## src/rtl/core/ray_affine_transform_core_macros.svh

```systemverilog
// Shared assertion shorthands for the ray transform core.
`ifndef RAY_AFFINE_TRANSFORM_CORE_MACROS_SVH
`define RAY_AFFINE_TRANSFORM_CORE_MACROS_SVH

// Same-cycle implication, checked out of reset.
`define RAT_ASSERT_NOW(label, clk, rstn, ante, cons) \
    label: assert property (@(posedge clk) disable iff (!(rstn)) (ante) |-> (cons)) \
        else $error("ray transform core: same-cycle check failed");

// Next-cycle implication, checked out of reset.
`define RAT_ASSERT_NEXT(label, clk, rstn, ante, cons) \
    label: assert property (@(posedge clk) disable iff (!(rstn)) (ante) |=> (cons)) \
        else $error("ray transform core: next-cycle check failed");

`endif

```

## src/rtl/core/rat_skid.sv

```systemverilog
// Two-entry output buffer; upstream ready comes from a register only.
module rat_skid #(
    parameter int WIDTH = 8
) (
    input  logic             aclk,
    input  logic             aresetn,
    input  logic             in_valid,
    output logic             in_ready,
    input  logic [WIDTH-1:0] in_data,
    output logic             out_valid,
    input  logic             out_ready,
    output logic [WIDTH-1:0] out_data
);

    logic             out_valid_reg;
    logic             skid_valid_reg;
    logic [WIDTH-1:0] out_data_reg;
    logic [WIDTH-1:0] skid_data_reg;

    always_ff @(posedge aclk) begin
        if (!aresetn) begin
            out_valid_reg  <= 1'b0;
            skid_valid_reg <= 1'b0;
        end else if (out_ready || !out_valid_reg) begin
            if (skid_valid_reg) begin
                out_valid_reg  <= 1'b1;
                skid_valid_reg <= 1'b0;
            end else begin
                out_valid_reg <= in_valid;
            end
        end else if (in_valid && !skid_valid_reg) begin
            skid_valid_reg <= 1'b1;
        end
    end

    always_ff @(posedge aclk) begin
        if (out_ready || !out_valid_reg) begin
            out_data_reg <= skid_valid_reg ? skid_data_reg : in_data;
        end else if (in_valid && !skid_valid_reg) begin
            skid_data_reg <= in_data;
        end
    end

    assign in_ready  = !skid_valid_reg;
    assign out_valid = out_valid_reg;
    assign out_data  = out_data_reg;

endmodule

```

## config.mk

```make
export PLATFORM = sky130hd
export DESIGN_NAME = rat_skid
export DESIGN_NICKNAME = d
export VERILOG_FILES = /design/src/rtl/core/ray_affine_transform_core_macros.svh /design/src/rtl/core/rat_skid.sv
export SDC_FILE = /design/constraint.sdc
export NUM_CORES = 1
export LEC_CHECK = 0
export BUFFER_PORTS_ARGS = -buffer_cell sky130_fd_sc_hd__buf_2
export CAP_MARGIN = 10
export CORE_MARGIN = 2
export CORE_UTILIZATION = 42
export DETAILED_ROUTE_END_ITERATION = 8
export PLACE_DENSITY = 0.72
export RECOVER_POWER = 25
export SYNTH_ARGS = -nofsm -noshare
export SYNTH_HDL_FRONTEND = slang
export SYNTH_SLANG_ARGS = --single-unit
```

## constraint.sdc

```tcl
create_clock -name aclk -period 3.3 [get_ports aclk]
set_input_delay 0.66 -clock aclk [delete_from_list [all_inputs] [get_ports aclk]]
set_output_delay 0.66 -clock aclk [all_outputs]
set_load 0.005 [all_outputs]
```

==> flow_summary.json, run 1 <==
{
  "outcome": "finished, final reports clean",
  "drc": 0,
  "yosysWarnings": 0,
  "grt_max_degree": 12,
  "finalCriticalPeriod_ns": 2.02,
  "grt_pass1_wl_mm": 1.55,
  "dr.pass1.iters": 2,
  "final.period_utilization": 0.611,
  "end_kind": "flip-flop",
  "r2r_cells": 3,
  "die_w_um": 44.8,
  "hp-class": "reg -> reg",
  "slew_violations": 0,
  "setup_tns_ns": 0,
  "syn_nets": 45,
  "cts_buffers": 3,
  "path_max_fanout": 11,
  "drv_cap": 0,
  "finClkSkew_ns": 0.00903,
  "post-cts-setup-buffers": 0,
  "routed_wl_um": 934,
  "fmax_ghz": 0.496,
  "synth_compound_area_frac": 0.0107,
  "rrSetupSlack_ns": 1.49,
  "critPathBufInv": 2,
  "antenna_found_initial": 0,
  "finalHoldViolCount": 0,
  "grt_overflow_total": 0,
  "crit_family": "simple AND/OR/NAND/NOR gates",
  "synthTopCellsByArea": "edfxtp_1, mux2_4, dfxtp_1",
  "hold_end": "out_data[7]",
  "initial_utilization": 0.454,
  "total_power_mw": 0.404,
  "tightest_slew_ns": 0.654,
  "antenna_left": 0,
  "synth_area_leader_cell": "edfxtp_1",
  "clkLatencyLatePin_ns": 0.28,
  "rows": 14,
  "holdPathStages": 1,
  "final_nets": 71,
  "n_antenna_cell": 0,
  "synthXorXnorAreaFrac": 0,
  "ys_types": 11,
  "fillCellCount": 146,
  "synthCells": 33,
  "place.gp.congestion": 0.616,
  "avgSynthCellArea_um2": 21.2,
  "timing.rr.end": "skid_data_reg[0]",
  "final-setup-viol-count": 0,
  "synthSimpleGateAreaFrac": 0.0572,
  "synth_top_family_by_area": "multiplexers",
  "cts_sinks": 18,
  "cp-start-kind": "input port",
  "netlist.area_leader.share": 0.687,
  "grt_util_all_layers": 0.111,
  "clock-root-buffer": "clkbuf_4",
  "cts_tree": "done",
  "slew_headroom": 0.563,
  "min-delay-start": "skid_data_reg[7]",
  "vias": 354,
  "area_growth_pct": 19.0,
  "grt_pass1_vias": 360,
  "core_area_um2": 1540,
  "worstPathRequired_ns": 3.30,
  "synth-seq-area-share": 0.744,
  "max_stage_delay_ns": 0.66,
  "hold_ws_ns": 0.553,
  "slowest_stage": "nor3b_1",
  "netlist_area_um2": 699,
  "ir_drop_uv": 228,
  "cellPowerDensity_nw_per_um2": 486,
  "final_common_cell": "edfxtp_1",
  "ios": 22,
  "numPortBuffers": 21,
  "viasPerCell": 4.78,
  "die_area_um2": 2010,
  "drive_gt1_frac": 0.500,
  "crit_type": "in -> reg",
  "initialDrtViolationCount": 4,
  "path_clk_slew_ns": 0.10,
  "muxShareOfSynthArea": 0.166,
  "yosys_register_bits": 18,
  "fin_util": 0.540,
  "post_cts_resized": 0,
  "cts_hold_buf": 0,
  "synthAdderAreaFrac": 0,
  "path_cells": "buf_2, nand2b_1, nor3b_1, buf_4",
  "worstPathArrival_ns": 2.02,
  "total_leakage_power_nw": 0.321,
  "r2r-start": "out_valid",
  "cts_buffer_depth": 2,
  "rsz0062_at_grt": "no",
  "mostFrequentLayoutCells": "edfxtp_1, buf_2, mux2_4",
  "critical_path_cell_count": 4,
  "wire_per_inst_um": 12.6,
  "htree_num_levels": 1,
  "die_h_um": 44.8
}
-- worst max-delay path by stage --
| stage | startpoint | to | slack, ns |
|---|---|---|---|
| after floorplan | out_ready | skid_data_reg[0] | 1.37 |
| after global placement | out_ready | skid_data_reg[0] | 1.24 |
| after detailed placement | out_ready | skid_data_reg[0] | 1.16 |
| after CTS | skid_valid_reg | in_ready | 1.42 |
| after global routing | out_ready | skid_data_reg[0] | 1.12 |
| final | out_ready | skid_data_reg[0] | 1.28 |
-- kinds of logic after synthesis --
group,Yosys count
simple gates,4
flops,18
buf+inv,2
mux,8
compound gates,1
-- cell usage after synthesis --
cell type and number:
a21boi_1 1, nor2_2 1, nor3b_1 1, inv_1 1
mux2_4 7, mux2_2 1, nand2b_4 1, edfxtp_1 16
dfxtp_1 2, nor3b_2 1, buf_6 1
-- layout make-up --
| class | count | area, um2 | share of cell area |
|---|---|---|---|
| multi-input cells | 13 | 156 | 0.188 |
| inverters | 1 | 3.75 | 0.00451 |
| clock buffers | 4 | 26.3 | 0.0316 |
| flip-flops and latches | 18 | 520 | 0.626 |
| well taps | 16 | 20.0 | 0.0241 |
| repair buffers | 22 | 105 | 0.126 |
-- metrics by stage --
| step | cells | worst slack [ns] | instance area (um2) |
|---|---|---|---|
| 6_report | 74 | 1.28 | 832 |
| 5_1_grt | 74 | 1.12 | 832 |
| 4_1_cts | 74 | 1.42 | 847 |
| 3_5_place_dp | 70 | 1.16 | 821 |
| 3_3_place_gp | 70 | 1.24 | 821 |
| 2_1_floorplan | 33 | 1.37 | 699 |
-- worst reg2reg max path, cell delays in order, from the launching register on --
cell	delay, ns
dfxtp_1	0.34
nand2b_1	0.29
nor3b_1	0.66
buf_4	0.25
-- where the power goes --
part / internal [mW] / leakage, nW / switching, mW
clock: 0.0469 / 0.0150 / 0.0618
sequential: 0.260 / 0.172 / 0.00354
combinational: 0.0189 / 0.134 / 0.0129
total: 0.326 / 0.321 / 0.0783
-- layer usage --
| layer | vias up | routed length [um] | track usage |
|---|---|---|---|
| met2 | 12 | 478 | 0.180 |
| met3 | 0 | 59 | 0.0240 |
| met1 | 168 | 396 | 0.135 |
| li1 | 174 | - | - |
| met5 | - | 0 | 0 |
| met4 | 0 | 0 | 0.0706 |
Power figures use the tool's default switching activity.
==> run 2: changes to the inputs <==
- PLACE_DENSITY: 0.72 -> 0.74
- clock period: 3.3 -> 1.85 ns (I/O delays scaled with it)
==> flow_summary.json, run 2 (synthesized netlist as in run 1, its figures left out) <==
{
  "hp-class": "in -> reg",
  "core_area_um2": 1540,
  "crit_family": "simple AND/OR/NAND/NOR gates",
  "p_clk_frac": 0.265,
  "path_clk_slew_ns": 0.10,
  "clkLatencyLatePin_ns": 0.28,
  "place.gp.congestion": 0.649,
  "path_cells": "nand2b_1, nor3b_1, buf_4",
  "wire_per_inst_um": 12.5,
  "die_h_um": 44.8,
  "p_sw_frac": 0.197,
  "fin_util": 0.540,
  "critPathBufInv": 1,
  "cts_buffer_depth": 2,
  "path_max_fanout": 11,
  "rows": 14,
  "fin_ws_ns": 0.214,
  "crit_path_end": "skid_data_reg[5]",
  "dpl_cell_area_um2": 821,
  "numPortBuffers": 21,
  "final_nets": 71,
  "pre_cts_ws_ns": 0.216,
  "finalCriticalPeriod_ns": 1.64,
  "vias": 362,
  "setup_tns_ns": 0,
  "r2r-start": "out_valid",
  "end_kind": "flip-flop",
  "htree_num_levels": 1,
  "design_area_um2": 832,
  "final_common_cell": "edfxtp_1",
  "ios": 22,
  "rsz0062_at_grt": "no",
  "post_cts_resized": 0,
  "fmax_ghz": 0.611,
  "finClkSkew_ns": 0.00715,
  "drv_cap": 0,
  "tightest_slew_ns": 0.576,
  "hold_ws_ns": 0.280,
  "viasPerCell": 4.89,
  "die_area_um2": 2010,
  "critical_path_cell_count": 3,
  "finalHoldViolCount": 0,
  "max_stage_delay_ns": 0.49,
  "cts_tree": "done",
  "grt_overflow_total": 0,
  "slew_headroom": 0.616,
  "drc": 0,
  "post-cts-setup-buffers": 0,
  "cts_buffers": 3,
  "worstPathRequired_ns": 1.85,
  "mostFrequentLayoutCells": "edfxtp_1, buf_2, mux2_4",
  "initialDrtViolationCount": 5,
  "cellPowerDensity_nw_per_um2": 861,
  "grt_max_degree": 12,
  "combPwrFrac": 0.079,
  "crit_type": "reg -> reg",
  "slowest_stage": "nor3b_1",
  "slew_violations": 0,
  "grt_util_all_layers": 0.109,
  "dr.pass1.iters": 3,
  "die_w_um": 44.8,
  "worstPathArrival_ns": 1.64,
  "rrSetupSlack_ns": 0.21,
  "r2r_cells": 3,
  "grt_pass1_wl_mm": 1.55,
  "final.period_utilization": 0.884,
  "startpoint": "out_valid",
  "power_frac_seq": 0.656,
  "total_leakage_power_nw": 0.321,
  "p_int_mw": 0.576,
  "n_antenna_cell": 0,
  "timing.rr.end": "skid_data_reg[5]",
  "area_growth_pct": 19.0,
  "grt_pass1_vias": 368,
  "routed_wl_um": 925,
  "antenna_found_initial": 0,
  "drive_gt1_frac": 0.500,
  "ir_drop_uv": 510,
  "p_switching_mw": 0.141,
  "holdPathStages": 1,
  "cts_sinks": 18,
  "final-setup-viol-count": 0,
  "cp-start-kind": "flip-flop",
  "antenna_left": 0,
  "clock-root-buffer": "clkbuf_4",
  "cts_hold_buf": 0,
  "outcome": "finished, final reports clean",
  "initial_utilization": 0.454
}
==> run 2: cell count changes in the layout (fill, tap and decap cells not counted) <==
cell,delta
buf_1,-1
clkinv_1,+1
==> run 2: worst register-to-register path, cell delays in order (launching register included) <==
cell and delay (ns):
dfxtp_1 0.34, nand2b_1 0.29, nor3b_1 0.49, buf_4 0.24
==> run 2: power groups by stage <==
stage	logic [mW]	clock network [mW]	registers, mW
6_report	0.0566	0.190	0.470
5_1_grt	0.0629	0.209	0.474
4_1_cts	0.0610	0.195	0.471
3_5_place_dp	0.0609	0	0.481
3_3_place_gp	0.0594	0	0.480
2_1_floorplan	0.0280	0	0.482
==> run 2: worst min path at each step <==
stage / start / to / slack [ns]
CTS: in_data[4] / skid_data_reg[4] / 0.27
finish: in_data[0] / skid_data_reg[0] / 0.28
detailed placement: skid_data_reg[1] / out_data[1] / 0.54
global route: in_data[0] / skid_data_reg[0] / 0.27
global placement: skid_data_reg[2] / out_data[2] / 0.53
floorplan: in_data[0] / skid_data_reg[0] / 0.47
==> run 2: through the flow <==
stage               std cells  power [mW]
floorplan                  33       0.510
global placement           70       0.540
detailed placement         70       0.542
CTS                        74       0.728
global route               74       0.746
finish                     74       0.717
==> run 2: layout make-up <==
type / instances / area (um2)
clock buffer: 3 / 22.5
clock inverter: 1 / 3.75
fill: 147 / 709
inverter: 1 / 3.75
multi-input combinational: 13 / 156
sequential: 18 / 520
tap: 16 / 20.0
timing repair buffer: 22 / 105
==> run 2: metal layers <==
layer  GRT usage  routed length, um
met1       0.112                362
met2       0.206                506
met3      0.0240                 51
met4      0.0529                  4
met5           0                  0
==> run 3: changes to the inputs <==
--- a/config.mk
+++ b/config.mk
@@ -11,2 +11,3 @@
 export CORE_UTILIZATION = 42
+export CTS_CLUSTER_DIAMETER = 80
 export DETAILED_ROUTE_END_ITERATION = 8
--- a/constraint.sdc
+++ b/constraint.sdc
@@ -3,2 +3,2 @@
 set_output_delay 0.37 -clock aclk [all_outputs]
-set_load 0.005 [all_outputs]
+set_load 0.1 [all_outputs]
==> flow_summary.json, run 3 (synthesized netlist as in run 1, its figures left out) <==
{
  "fmax_ghz": 0.605,
  "grt_pass1_vias": 384,
  "clkLatencyLatePin_ns": 0.28,
  "ios": 22,
  "path_max_fanout": 9,
  "end_kind": "output pin",
  "clock-root-buffer": "clkbuf_4",
  "worstPathRequired_ns": 1.48,
  "multi_input_comb_area_um2": 161,
  "die_area_um2": 2010,
  "initialDrtViolationCount": 0,
  "slew_headroom": 0.635,
  "rows": 14,
  "cts_sinks": 18,
  "cp-start-kind": "flip-flop",
  "viasPerCell": 4.75,
  "min-delay-start": "in_data[1]",
  "numPortBuffers": 21,
  "pre_cts_ws_ns": 0.461,
  "cts_buffers": 3,
  "drc": 0,
  "tightest_slew_ns": 0.547,
  "routed_wl_mm": 1.03,
  "cts_tree": "done",
  "dp_cells": 72,
  "finClkSkew_ns": 0.00200,
  "initial_utilization": 0.454,
  "total_leakage_power_nw": 0.339,
  "slew_violations": 0,
  "cts_buffer_depth": 2,
  "n_antenna_cell": 0,
  "grt_pass1_wl_mm": 1.69,
  "drv_cap": 0,
  "finalHoldViolCount": 0,
  "die_w_um": 44.8,
  "finalCriticalPeriod_ns": 1.65,
  "cts_hold_buf": 0,
  "cellPowerDensity_nw_per_um2": 981,
  "wire_per_inst_um": 13.6,
  "final_nets": 73,
  "fillCellCount": 145,
  "vias": 361,
  "ir_drop_uv": 448,
  "grt_overflow_total": 0,
  "post_cts_resized": 0,
  "grt_util_all_layers": 0.126,
  "mostFrequentLayoutCells": "buf_2, edfxtp_1, mux2_4",
  "die_h_um": 44.8,
  "r2r-start": "out_valid",
  "worstPathArrival_ns": 1.28,
  "antenna_found_initial": 0,
  "rsz0062_at_grt": "no",
  "fin_cells": 76,
  "crit_type": "reg -> out",
  "dr.pass1.iters": 1,
  "grt_max_degree": 12,
  "register_area_um2": 520,
  "area_growth_pct": 22.2,
  "fin_util": 0.554,
  "final.period_utilization": 0.894,
  "hold_ws_ns": 0.269,
  "path_clk_slew_ns": 0.10,
  "post-cts-setup-buffers": 0,
  "final_common_cell": "buf_2",
  "dpl_cell_area_um2": 842,
  "htree_num_levels": 1,
  "outcome": "finished, final reports clean",
  "fin_ws_ns": 0.197,
  "setup_tns_ns": 0,
  "antenna_left": 0,
  "drive_gt1_frac": 0.567,
  "place.gp.congestion": 0.677,
  "total_power_mw": 0.838,
  "core_area_um2": 1540,
  "hp-class": "in -> reg",
  "final-setup-viol-count": 0,
  "design_area_um2": 855,
  "startpoint": "skid_valid_reg"
}
run 3: changes by cell type in the layout (fill, tap and decap cells not counted), sizes merged:
cell / before / now
clkbuf: 9 / 8
buf: 16 / 20
clkinv: 1 / 0
run 3: final timing paths:
path / slack [ns] / end / cells after the start
max: 0.20 / in_ready / 2
min reg2reg: 0.56 / out_data[3] / 1
max reg2reg: 0.44 / skid_data_reg[5] / 3
min: 0.27 / skid_data_reg[1] / 1
run 3: worst max-delay path: stages (launching register included):
cell     delay (ns)
dfxtp_1        0.63
inv_1          0.07
buf_2          0.30
run 3: layer usage:
layer | share of wire | vias up | wire (um) | GRT usage
li1 | - | 180 | - | -
met4 | 0.020 | 0 | 21 | 0.0706
met5 | 0 | - | 0 | 0
met3 | 0.053 | 4 | 55 | 0.0480
met2 | 0.53 | 13 | 544 | 0.206
met1 | 0.40 | 164 | 411 | 0.142
run 3: layout make-up:
cell class	instances	share of cell area
well taps	16	0.0234
inverters	1	0.00439
flip-flops and latches	18	0.609
multi-input cells	13	0.189
repair buffers	24	0.143
clock buffers	4	0.0307
run 3: where the power goes:
| part | switching (mW) | internal, mW |
|---|---|---|
| registers | 0.00663 | 0.464 |
| clock network | 0.112 | 0.0837 |
| logic | 0.135 | 0.0363 |
