`config.mk`:
```
export PLATFORM = sky130hd
export DESIGN_NAME = rat_merge
export DESIGN_NICKNAME = d
export VERILOG_FILES = /design/src/rtl/core/ray_affine_transform_core_macros.svh /design/src/rtl/core/rat_pkg.sv /design/src/rtl/core/rat_merge.sv
export SDC_FILE = /design/constraint.sdc
export NUM_CORES = 1
export LEC_CHECK = 0
export BUFFER_PORTS_ARGS = -buffer_cell sky130_fd_sc_hd__buf_2
export CORE_AREA = 2 2 189 191
export CTS_CLUSTER_DIAMETER = 60
export DETAILED_ROUTE_END_ITERATION = 8
export DIE_AREA = 0 0 191 193
export GPL_TIMING_DRIVEN = 0
export PLACE_DENSITY_LB_ADDON = 0.3
export SLEW_MARGIN = 20
export SYNTH_ARGS = -nofsm -noshare
export SYNTH_HDL_FRONTEND = slang
export SYNTH_SLANG_ARGS = --single-unit
```
`constraint.sdc`:
```
create_clock -name aclk -period 8.6 [get_ports aclk]
set_input_delay 0.86 -clock aclk [delete_from_list [all_inputs] [get_ports aclk]]
set_output_delay 0.86 -clock aclk [all_outputs]
set_load 0.05 [all_outputs]
```
`src/rtl/core/ray_affine_transform_core_macros.svh`:
```
// Shared assertion shorthands for the ray transform core.
`ifndef RAY_AFFINE_TRANSFORM_CORE_MACROS_SVH
`define RAY_AFFINE_TRANSFORM_CORE_MACROS_SVH

// Same-cycle implication, checked out of reset.
`define RAT_ASSERT_NOW(label, clk, rstn, ante, cons) \
    label: assert property (@(posedge clk) disable iff (!(rstn)) (ante) |-> (cons)) \
        else $error("ray transform core: same-cycle check failed");

// Next-cycle implication, checked out of reset.
`define RAT_ASSERT_NEXT(label, clk, rstn, ante, cons) \
    label: assert property (@(posedge clk) disable iff (!(rstn)) (ante) |=> (cons)) \
        else $error("ray transform core: next-cycle check failed");

`endif

```
`src/rtl/core/rat_pkg.sv`:
```
package rat_pkg;

    localparam int DATA_W    = 32;
    localparam int PROD_W    = 64;
    // three full products plus the rounding half, with headroom
    localparam int SUM_W     = 66;
    // shifted sum plus translation
    localparam int ACC_W     = 67;
    localparam int NUM_COEFS = 24;
    localparam int MAT_SIZE  = 12;
    localparam int IDX_W     = 5;
    localparam int OUT_W     = 9 * DATA_W;

    typedef enum logic {
        OP_LOAD  = 1'b0,
        OP_XFORM = 1'b1
    } rat_op_t;

    // stage advance enables shared by all lanes
    typedef struct packed {
        logic en1;
        logic en2;
        logic en3;
    } rat_adv_t;

    typedef struct packed {
        logic signed [DATA_W-1:0] val;
        logic                     ovf;
    } rat_sat_t;

    function automatic rat_sat_t sat32(input logic signed [ACC_W-1:0] v);
        rat_sat_t r;
        logic signed [ACC_W-1:0] hi_lim;
        logic signed [ACC_W-1:0] lo_lim;
        hi_lim = ACC_W'(signed'({1'b0, {(DATA_W-1){1'b1}}}));
        lo_lim = ACC_W'(signed'({1'b1, {(DATA_W-1){1'b0}}}));
        if (v > hi_lim) begin
            r.val = {1'b0, {(DATA_W-1){1'b1}}};
            r.ovf = 1'b1;
        end else if (v < lo_lim) begin
            r.val = {1'b1, {(DATA_W-1){1'b0}}};
            r.ovf = 1'b1;
        end else begin
            r.val = v[DATA_W-1:0];
            r.ovf = 1'b0;
        end
        return r;
    endfunction

endpackage

```
`src/rtl/core/rat_merge.sv`:
```
// Combine lane results: direction per axis, overflow reduction, result packing.
module rat_merge (
    input  logic                             aclk,
    input  logic                             en,
    input  rat_pkg::rat_sat_t [2:0]          start_res,
    input  rat_pkg::rat_sat_t [2:0]          end_res,
    output logic [rat_pkg::OUT_W-1:0]        data,
    output logic                             ovf
);

    rat_pkg::rat_sat_t [2:0]          dir;
    logic [rat_pkg::OUT_W-1:0]        data_reg;
    logic                             ovf_reg;
    logic                             ovf_any;

    always_comb begin
        ovf_any = 1'b0;
        for (int k = 0; k < 3; k++) begin
            dir[k]  = rat_pkg::sat32(rat_pkg::ACC_W'(end_res[k].val)
                                   - rat_pkg::ACC_W'(start_res[k].val));
            ovf_any = ovf_any | start_res[k].ovf | end_res[k].ovf | dir[k].ovf;
        end
    end

    always_ff @(posedge aclk) begin
        if (en) begin
            data_reg <= {dir[2].val, dir[1].val, dir[0].val,
                         end_res[2].val, end_res[1].val, end_res[0].val,
                         start_res[2].val, start_res[1].val, start_res[0].val};
            ovf_reg  <= ovf_any;
        end
    end

    assign data = data_reg;
    assign ovf  = ovf_reg;

endmodule

```
==> results of run 1 <==
-- Yosys cell counts, types with 4 or more instances --
library cell	instances
o21ai_0	52
nor3b_1	4
nor2_1	57
o211ai_1	7
xor2_1	28
nor3_1	16
o2111ai_1	5
nand3_1	22
nand3b_1	6
nand4_1	13
and2_1	4
o21a_1	10
maj3_1	39
o21bai_1	14
a21oi_1	137
a31oi_1	12
inv_1	130
and4_1	4
nor2b_1	7
mux2i_1	5
a41oi_1	5
o21ai_1	5
xnor2_1	49
o22ai_1	4
or3_1	6
and3_1	10
a21o_1	61
a211oi_1	6
buf_2	15
nand2_1	64
o31ai_1	6
edfxtp_1	289
nand2b_1	12
ha_1	96
a21boi_0	5
clkbuf_1	23
-- cells by family after synthesis --
logic type               count (synthesis)
XOR/XNOR                                78
AO/OA/AOI/OAI                          357
buffers and inverters                  170
flip-flops                             289
multiplexers                             5
adder cells (fa/ha/maj)                139
AND/OR/NAND/NOR                        235
-- power by group through the flow --
stage          clock network (mW)  registers, mW  logic [mW]
4_1_cts                      1.41           1.81        1.48
6_report                     1.38           1.81        1.47
2_1_floorplan                   0           2.43       0.480
3_5_place_dp                    0           1.84        1.47
3_3_place_gp                    0           1.84        1.46
5_1_grt                      1.47           1.82        1.57
-- routing by layer --
| metal | part of all wire | GRT usage | vias up |
|---|---|---|---|
| met2 | 0.48 | 0.355 | 462 |
| met4 | 0.043 | 0.110 | 2 |
| met5 | 0.00032 | 0 | - |
| li1 | - | - | 5770 |
| met3 | 0.075 | 0.0507 | 90 |
| met1 | 0.40 | 0.262 | 5552 |
-- cell usage in the layout (no fill, tap or decap), types with 13 or more instances in the layout --
cell type	instances
o21ai_0	52
xnor2_1	49
clkbuf_16	37
o21bai_1	14
nand3_1	22
a21oi_1	137
inv_1	130
nor3_1	16
nand2_1	64
nand4_1	13
nor2_1	57
ha_1	96
clkbuf_1	29
a21o_1	61
buf_2	502
edfxtp_1	289
maj3_1	39
xor2_1	28
-- through the flow --
stage	hold slack (ns)	utilization	worst slack, ns	area, um^2
floorplan	0.959	-	4.89	15200
global placement	1.05	0.520	2.67	18200
detailed placement	1.05	0.522	3.89	18200
CTS	0.479	0.552	4.43	19300
global route	0.490	0.552	4.09	19300
finish	0.512	0.552	4.31	19300
-- layout make-up --
type	count	area, um^2	area share
Sequential cell	289	8680	0.449
Multi-Input combinational cell	814	5810	0.301
Timing Repair Buffer	490	2510	0.130
Clock buffer	43	948	0.0491
Tap cell	461	577	0.0299
Inverter	131	492	0.0255
Buffer	39	166	0.00862
Clock inverter	18	121	0.00628
Antenna cell	4	10.0	0.000518
-- worst min-delay path by stage --
stage	from	to	slack, ns
2_1_floorplan	start_res[1]	data[0]$_DFFE_PP_	0.96
3_5_place_dp	start_res[70]	data[67]$_DFFE_PP_	1.05
5_1_grt	start_res[80]	data[77]$_DFFE_PP_	0.49
3_3_place_gp	start_res[41]	data[39]$_DFFE_PP_	1.05
4_1_cts	start_res[70]	data[67]$_DFFE_PP_	0.48
6_report	start_res[68]	data[65]$_DFFE_PP_	0.51
==> summary.md, run 1 <==
| Metric | Value |
|---|---|
| Status | finished, final reports clean |
| Drt drc | 0 |
| CTS Hold Bufs | 0 |
| Post-synthesis simple-gate area fraction | 0.0760 |
| Tot Pwr | 4.66 mW |
| Initial core utilization | 0.433 |
| Worst setup EP type | flop |
| Max FFs per register | 288 |
| RSZ-0062 raised after global routing | false |
| Via Count | 11900 |
| Layout area overhead | 27.5% |
| Number of clock buffers inserted by TritonCTS | 36 |
| Synth Flop Type | edfxtp_1 |
| HPWL Detailed | 32200 um |
| Crit path to | data[275]$_SDFFCE_PN1P_ |
| Setup-failing EPs final | 0 |
| Critical Path Fanout Max | 10 |
| Post-synthesis compound-gate area fraction | 0.149 |
| Share of the synthesized area in the top cell type | 0.573 |
| Via-per-instance ratio | 5.19 |
| Setup_tns | 0 ns |
| CTS sink count | 289 |
| Synth Area in XOR/XNOR | 0.0456 |
| Clock tree buffer depth | 3 |
| Switching portion of total power | 0.366 |
| ANT nets after route | 0 |
| VDD IR-drop max | 0.202 mV |
| Power Dens Cells | 241 nW/um^2 |
| Port Buffer Count | 488 |
| Clk pwr share | 0.296 |
| Drt first-iter violations | 573 |
| Sequential share of the synthesized area | 0.573 |
| Worst slew pin tran | 0.795 ns |
| Vias in the first global route | 11400 |
| Final Critical Period | 4.29 ns |
| #FFs+latches synth | 289 |
| Antenna violations before repair | 5 |
| First-pass GRT wire length | 61000 um |
| Ports | 489 |
| Sequential power share | 0.388 |
| Root Driver | clkbuf_16 |
| Placed Cells | 2224 |
| Post-Synthesis Cells | 1273 |
| Post-Syn Area | 15200 um^2 |
| Final worst path period share | 0.499 |
| Critical Path AT | 4.57 ns |
| Largest family of logic cells by synthesized area | compound AO/OA/AOI/OAI gates |
| Final Hold Fails | 0 |
| Comb pwr share | 0.316 |
| Postcts setup bufs | 0 |
| Slew Limit Fails | 0 |
| Die ar. | 36900 um^2 |
| Hold Path Class | in -> reg |
| Synth cell types | 66 |
| Avg Cell Area, Syn | 11.9 um^2 |
| Die Ht | 193 um |
| DRT Pass-1 Iters | 5 |
| CP startpoint | end_res[67] |
| Switching power total | 1.71 mW |
| # fillers | 3065 |
| Post-Route WL | 41000 um |
| Levels on crit path | 14 |
| DR WL/cell | 17.9 um |
| Sequence of cells on the critical path | buf_2, inv_1, ha_1, inv_1, fa_1, a21oi_1, o21ai_0, a21oi_1, nor3_1, o31ai_1, o211a_1, nor2_1, clkbuf_1, maj3_1 |
| Critical Path RT | 8.88 ns |
| Post-synthesis mux area share | 0.00330 |
| GRT overflow | 0 |
| Non-Filler Instances | 2289 |
| Ys async rst share | 0 |
| Share of layout cells above drive strength 1 | 0.314 |
| Yosys warning count | 0 |
| Biggest area consumer among synthesized cells | edfxtp_1 |
| PostCTS Resize Cnt | 0 |
| Critical path class | in -> reg |
| CTS tree | done |
| Synth area leaders | edfxtp_1 (57%), ha_1 (7.9%), a21oi_1 (4.5%) |
| Core area | 35000 um^2 |
| Relative slew margins | 0.470 |
| Fin nets | 2100 |
| Total track usage | 0.214 |
| Mapped Nets | 1572 |
| Achievable clock frequency | 0.233 GHz |
| Largest delay share family, worst path | compound AO/OA/AOI/OAI gates |
| Post-synthesis adder-cell area fraction | 0.110 |
| Number of flops mapped to enable cells by yosys | 289 |
| Clock H-tree levels | 2 |
| Reg clk slew, reported paths | 0.06 ns |
| Largest net degree at the start of global routing | 111 |
| Type of origin of the critical path | primary input |
| MaxCap Viol Count | 0 |
| Routability congestion estimate | 0.880 |
| CP bufs+invs | 4 |
| Core Rows | 69 |
| WHS Path Cells | 1 |
| Internal Power | 2.95 mW |
| Slowest CP cell | o31ai_1 |
| Die X | 191 um |
| Leak | 8.63 nW |
| Slowest stage delay, CP | 0.69 ns |
(Power assumes the default switching activity.)
==> run 2, diff against run 1 <==
--- a/config.mk
+++ b/config.mk
@@ -6,10 +6,10 @@
 export NUM_CORES = 1
 export LEC_CHECK = 0
 export BUFFER_PORTS_ARGS = -buffer_cell sky130_fd_sc_hd__buf_2
-export CORE_AREA = 2 2 189 191
+export CORE_AREA = 2 2 190 192
 export CTS_CLUSTER_DIAMETER = 60
 export DETAILED_ROUTE_END_ITERATION = 8
-export DIE_AREA = 0 0 191 193
+export DIE_AREA = 0 0 192 194
 export GPL_TIMING_DRIVEN = 0
 export PLACE_DENSITY_LB_ADDON = 0.3
 export SLEW_MARGIN = 20
==> constraint.sdc (replaced) <==
create_clock -name aclk -period 4.16 [get_ports aclk]
set_input_delay 0.416 -clock aclk [delete_from_list [all_inputs] [get_ports aclk]]
set_output_delay 0.416 -clock aclk [all_outputs]
set_load 0.05 [all_outputs]
==> run 2 against run 1 <==
Sequential share of layout area shrank 0.17 points; power grew 110%; die area grew 1.0%; design area grew 0.38%; cell count shrank 0.17%; count of clock-buffer cells in the layout shrank 3; critical path type unchanged.
==> summary.md, run 2 (synthesized netlist as in run 1, its figures left out) <==
| Metric | Value |
|---|---|
| Post-Route WL | 41500 um (+1.2%) |
| Core area | 35200 um^2 (+0.74%) |
| Reg clk slew, reported paths | 0.06 ns (about the same) |
| Routability congestion estimate | 0.883 (+0.41%) |
| Port Buffer Count | 488 (unchanged) |
| Most frequent cells in the layout | buf_2 (502), edfxtp_1 (289), a21oi_1 (137) |
| Antenna violations before repair | 1 (-4) |
| Total track usage | 0.216 (+0.00240) |
| Critical Path Fanout Max | 10 (unchanged) |
| Hold Path Class | in -> reg |
| Die X | 192 um (+0.52%) |
| Final worst path period share | 0.919 |
| CTS tree | done |
| Clock tree buffer depth | 3 (unchanged) |
| PostCTS Resize Cnt | 0 (unchanged) |
| Relative slew margins | 0.416 (-0.0538) |
| Drt first-iter violations | 705 (+23%) |
| ANT nets after route | 0 (unchanged) |
| Postcts setup bufs | 0 (unchanged) |
| Worst setup EP type | flop |
| Final Hold Fails | 0 (unchanged) |
| MaxCap Viol Count | 0 (unchanged) |
| Worst hold slack | 0.0852 ns (-0.427 ns) |
| Via-per-instance ratio | 5.23 (+0.88%) |
| Fin nets | 2099 (-0.048%) |
| Leak | 8.66 nW (+0.36%) |
| CTS sink count | 289 (unchanged) |
| Achievable clock frequency | 0.262 GHz |
| DRT Pass-1 Iters | 5 (unchanged) |
| Core Rows | 69 (unchanged) |
| RSZ-0062 raised after global routing | false |
| Place WS | -0.0746 ns (-3.96 ns) |
| Max FFs per register | 288 (unchanged) |
| VDD IR-drop max | 0.489 mV (+140%) |
| DR WL/cell | 18.2 um (+1.4%) |
| Layout area overhead | 28.0% |
| CTS Hold Bufs | 0 (unchanged) |
| Status | finished, final reports clean |
| Critical Path AT | 4.07 ns (-0.50 ns) |
| Drt drc | 0 (unchanged) |
| Root Driver | clkbuf_16 |
| Slowest stage delay, CP | 0.66 ns (-0.03 ns) |
| PnR worst setup slack | 0.338 ns (-3.97 ns) |
| Critical Path RT | 4.41 ns (-4.47 ns) |
| Sequence of cells on the critical path | buf_2, inv_1, ha_1, inv_1, fa_1, a21oi_1, o21ai_0, a21oi_1, nor3_1, o31ai_1, o211a_1, nor2_1, clkbuf_1, maj3_1 |
| # fillers | 3063 (-0.065%) |
| Power Dens Cells | 505 nW/um^2 (+110%) |
| HPWL Detailed | 32600 um (+1.2%) |
| Critical path class | in -> reg |
| Commonest non-fill, non-tap cell in the layout | buf_2 |
| Share of layout cells above drive strength 1 | 0.313 (-0.000925) |
| Setup-failing EPs final | 0 (unchanged) |
| Final Critical Period | 3.82 ns |
| Largest net degree at the start of global routing | 87 (-22%) |
| Slowest CP cell | o31ai_1 |
| Vias in the first global route | 11800 (+3.5%) |
| Clock H-tree levels | 2 (unchanged) |
| GRT overflow | 0 (unchanged) |
| Number of clock buffers inserted by TritonCTS | 34 (-5.6%) |
| Worst slew pin tran | 0.876 ns (+0.0807 ns) |
| Die ar. | 37200 um^2 (+1.0%) |
| Die Ht | 194 um (+0.52%) |
| Ports | 489 (unchanged) |
| Initial core utilization | 0.430 (-0.00319) |
| Type of origin of the critical path | primary input |
| First-pass GRT wire length | 63300 um (+3.7%) |
| Slew Limit Fails | 0 (unchanged) |
| Via Count | 12000 (+0.71%) |
run 2: cell count changes in the layout (fill, tap and decap cells not counted):
cell and delta:
buf_16 +1, bufinv_16 +3, clkbuf_1 -3, clkinv_1 +4, clkinv_2 -5, clkinv_8 -1
diode_2 -3
run 2: layout make-up:
| type | instances | area, um^2 | share of cell area |
|---|---|---|---|
| Clock buffer | 40 | 937 | 0.0483 |
| Antenna cell | 1 | 2.50 | 0.000129 |
| Multi-Input combinational cell | 814 | 5810 | 0.300 |
| Buffer | 39 | 166 | 0.00858 |
| Tap cell | 461 | 577 | 0.0298 |
| Timing Repair Buffer | 491 | 2530 | 0.131 |
| Sequential cell | 289 | 8680 | 0.448 |
| Inverter | 131 | 492 | 0.0254 |
| Clock inverter | 19 | 185 | 0.00955 |
run 2: worst max-delay path, delay by kind of cell:
kind,cells,cell delay [ns]
and+or+nand+nor,2,0.32
adders and majority gates,3,1.00
AOI/OAI and AO/OA,5,1.79
buffers and inverters,4,0.53
run 2: final timing paths:
path	startpoint	to	slack, ns	cells after the start
worst max-delay path	end_res[67]	data[259]$_SDFFCE_PN1P_	0.34	14
worst min-delay path	start_res[10]	data[9]$_DFFE_PP_	0.09	1
run 2: through the flow:
step	power, mW	TNS, ns	cells	instance area (um^2)	util
after global routing	10.2	0	2285	19400	0.550
after floorplan	6.02	0	1273	15200	-
final	9.80	0	2285	19400	0.550
after CTS	9.87	0	2284	19400	0.550
after global placement	6.85	-357.59	2222	18200	0.516
after detailed placement	6.87	-0.909	2225	18300	0.518
run 2: power breakdown:
| group | internal (mW) | switching, mW | total, mW |
|---|---|---|---|
| combinational | 0.817 | 2.26 | 3.07 |
| sequential | 3.65 | 0.0915 | 3.74 |
| clock | 1.80 | 1.18 | 2.98 |
run 2: metal layers:
metal  vias up  share of wire  GRT usage
met5         -              0          0
met4         0          0.027     0.0667
met3        71          0.076     0.0494
met2       474           0.49      0.371
met1      5641           0.41      0.271
li1       5774              -          -
==> run 3, diff against run 2 <==
--- a/config.mk
+++ b/config.mk
@@ -12,6 +12,7 @@
 export DIE_AREA = 0 0 192 194
 export GPL_TIMING_DRIVEN = 0
 export PLACE_DENSITY_LB_ADDON = 0.3
+export REMOVE_ABC_BUFFERS = 1
 export SLEW_MARGIN = 20
 export SYNTH_ARGS = -nofsm -noshare
 export SYNTH_HDL_FRONTEND = slang
==> constraint.sdc (replaced) <==
create_clock -name aclk -period 4 [get_ports aclk]
set_input_delay 0.4 -clock aclk [delete_from_list [all_inputs] [get_ports aclk]]
set_output_delay 0.4 -clock aclk [all_outputs]
set_load 0.05 [all_outputs]
==> run 3 against run 2 <==
Worst hold slack got worse by 0.044 ns; critical path depth decreased by 2; non-clock buffer count decreased by 38; sequential share of layout area increased by 0.31 points; largest power group unchanged.
==> summary.md, run 3 (synthesized netlist as in run 1, its figures left out) <==
| Metric | Value |
|---|---|
| Status | finished, final reports clean |
| Tot Pwr | 10.1 mW (+3.4%) |
| Critical Path AT | 3.96 ns (-0.11 ns) |
| Antenna violations before repair | 4 (+3) |
| PnR worst setup slack | 0.278 ns (-0.0598 ns) |
| Slew Limit Fails | 0 (unchanged) |
| DRT met1 WL | 16600 um (-2.4%) |
| Met3 WL post-DR | 3100 um (-2.0%) |
| Root Driver | clkbuf_16 |
| Hold Path Class | in -> reg |
| Met2 wire len | 20200 um (-0.18%) |
| Ports | 489 (unchanged) |
| DRT Pass-1 Iters | 5 (unchanged) |
| Sequence of cells on the critical path | buf_2, inv_1, ha_1, nor2b_1, o21ai_0, o221ai_1, a211oi_1, a31oi_1, a21oi_1, xnor2_2, nor2_4, o21ai_0 |
| Critical Path Fanout Max | 26 (+16) |
| Post-Route WL | 41100 um (-1.0%) |
| CTS tree | done |
| Critical Path RT | 4.23 ns (-0.18 ns) |
| Worst setup EP type | flop |
| Die ar. | 37200 um^2 (unchanged) |
| Clock tree buffer depth | 3 (unchanged) |
| Vias in the first global route | 11300 (-4.8%) |
| Share of layout cells above drive strength 1 | 0.313 (+0.000703) |
| Core area | 35200 um^2 (unchanged) |
| Setup_tns | 0 ns (unchanged) |
| Die Ht | 194 um (unchanged) |
| Power Dens Cells | 526 nW/um^2 (+4.1%) |
| Die X | 192 um (unchanged) |
| Placed cell area | 18100 um^2 (-0.79%) |
| Via Count | 11800 (-1.2%) |
| VDD IR-drop max | 0.357 mV (-27%) |
| GRT overflow | 0 (unchanged) |
| Critical path class | in -> reg |
| Worst hold slack | 0.0412 ns (-0.0440 ns) |
| Final instance area | 19300 um^2 (-0.68%) |
| Clock H-tree levels | 2 (unchanged) |
| Fin nets | 2061 (-1.8%) |
| Routability congestion estimate | 0.901 (+2.0%) |
| Drt first-iter violations | 628 (-11%) |
| CTS sink count | 289 (unchanged) |
| Final worst path period share | 0.930 |
| Final Hold Fails | 0 (unchanged) |
| Initial core utilization | 0.430 (unchanged) |
| CP startpoint | start_res[35] |
| Port Buffer Count | 488 (unchanged) |
| Worst slew pin tran | 0.833 ns (-0.0425 ns) |
| Drt drc | 0 (unchanged) |
| Achievable clock frequency | 0.269 GHz |
| Number of clock buffers inserted by TritonCTS | 34 (unchanged) |
| Slowest stage delay, CP | 0.60 ns (-0.06 ns) |
| Reg clk slew, reported paths | 0.06 ns (about the same) |
| Most frequent cells in the layout | buf_2 (487), edfxtp_1 (289), a21oi_1 (136) |
| DR WL/cell | 18.3 um (+0.61%) |
| Core Rows | 69 (unchanged) |
| HPWL Detailed | 31500 um (-3.2%) |
| Non-Filler Instances | 2248 (-1.6%) |
| Slowest CP cell | nor2_4 |
| Placed Cells | 2187 (-1.7%) |
| Via-per-instance ratio | 5.26 (+0.44%) |
| Total track usage | 0.213 (-0.00335) |
| Setup-failing EPs final | 0 (unchanged) |
| ANT cells | 0 (-1) |
| Highest metal used | met5 |
| Leak | 8.57 nW (-1.1%) |
| Type of origin of the critical path | primary input |
| Relative slew margins | 0.440 (+0.0236) |
| Commonest non-fill, non-tap cell in the layout | buf_2 |
| MaxCap Viol Count | 0 (unchanged) |
| Largest net degree at the start of global routing | 99 (+14%) |
| Most frequent CP cell | o21ai_0 |
| Hold path startpoint | start_res[42] |
| Final Critical Period | 3.72 ns |
| Layout area overhead | 27.1% |
| Place WS | -0.761 ns (-0.686 ns) |
| RSZ-0062 raised after global routing | false |
| ANT nets after route | 0 (unchanged) |
| Max FFs per register | 288 (unchanged) |
| Final Util | 0.547 (-0.00377) |
| First-pass GRT wire length | 61600 um (-2.6%) |
[run 3: cell count changes in the layout (fill, tap and decap cells not counted), moves of 2 or more]
cell	change
nor2_1	-2
clkinvlp_4	+2
clkinv_4	+2
inv_6	-3
clkinv_1	+3
nor2_4	+2
buf_2	-15
clkbuf_1	-24
[run 3: power breakdown]
part / internal (mW) / switching [mW] / total [mW]
combinational: 0.846 / 2.33 / 3.18
clock: 1.82 / 1.26 / 3.07
sequential: 3.80 / 0.0841 / 3.88
total: 6.46 / 3.68 / 10.1
[run 3: path summary, 6_finish.rpt]
check	to	cells past startpoint	slack, ns
worst max-delay path	data[253]$_SDFFCE_PN1P_	12	0.28
worst min-delay path	data[40]$_DFFE_PP_	1	0.04
[run 3: what timing repair did]
action,4_1_cts,5_1_grt
hold buffers,0,0
gates cloned,0,0
resized for setup,2,1
endpoints found under the setup margin,6,26
setup buffers,0,0
[run 3: metal layers]
layer / up-vias / track usage
li1: 5700 / -
met1: 5581 / 0.262
met2: 451 / 0.366
met3: 78 / 0.0530
met4: 8 / 0.0696
met5: - / 0
[run 3: worst max-delay path: cells and delay by family]
kind / cells / cell delay, ns
compound gates: 6 / 2.12
fa+ha+maj: 1 / 0.28
buf+inv: 2 / 0.15
xor+xnor: 1 / 0.27
simple gates: 2 / 0.72
[run 3: area by class of cell]
cell class | instances | area, um^2
Sequential cell | 289 | 8680
Multi-Input combinational cell | 814 | 5850
Timing Repair Buffer | 492 | 2540
Tap cell | 461 | 577
Inverter | 131 | 492
Fill cell | 3070 | 16000
Clock inverter | 22 | 184
Clock buffer | 39 | 933
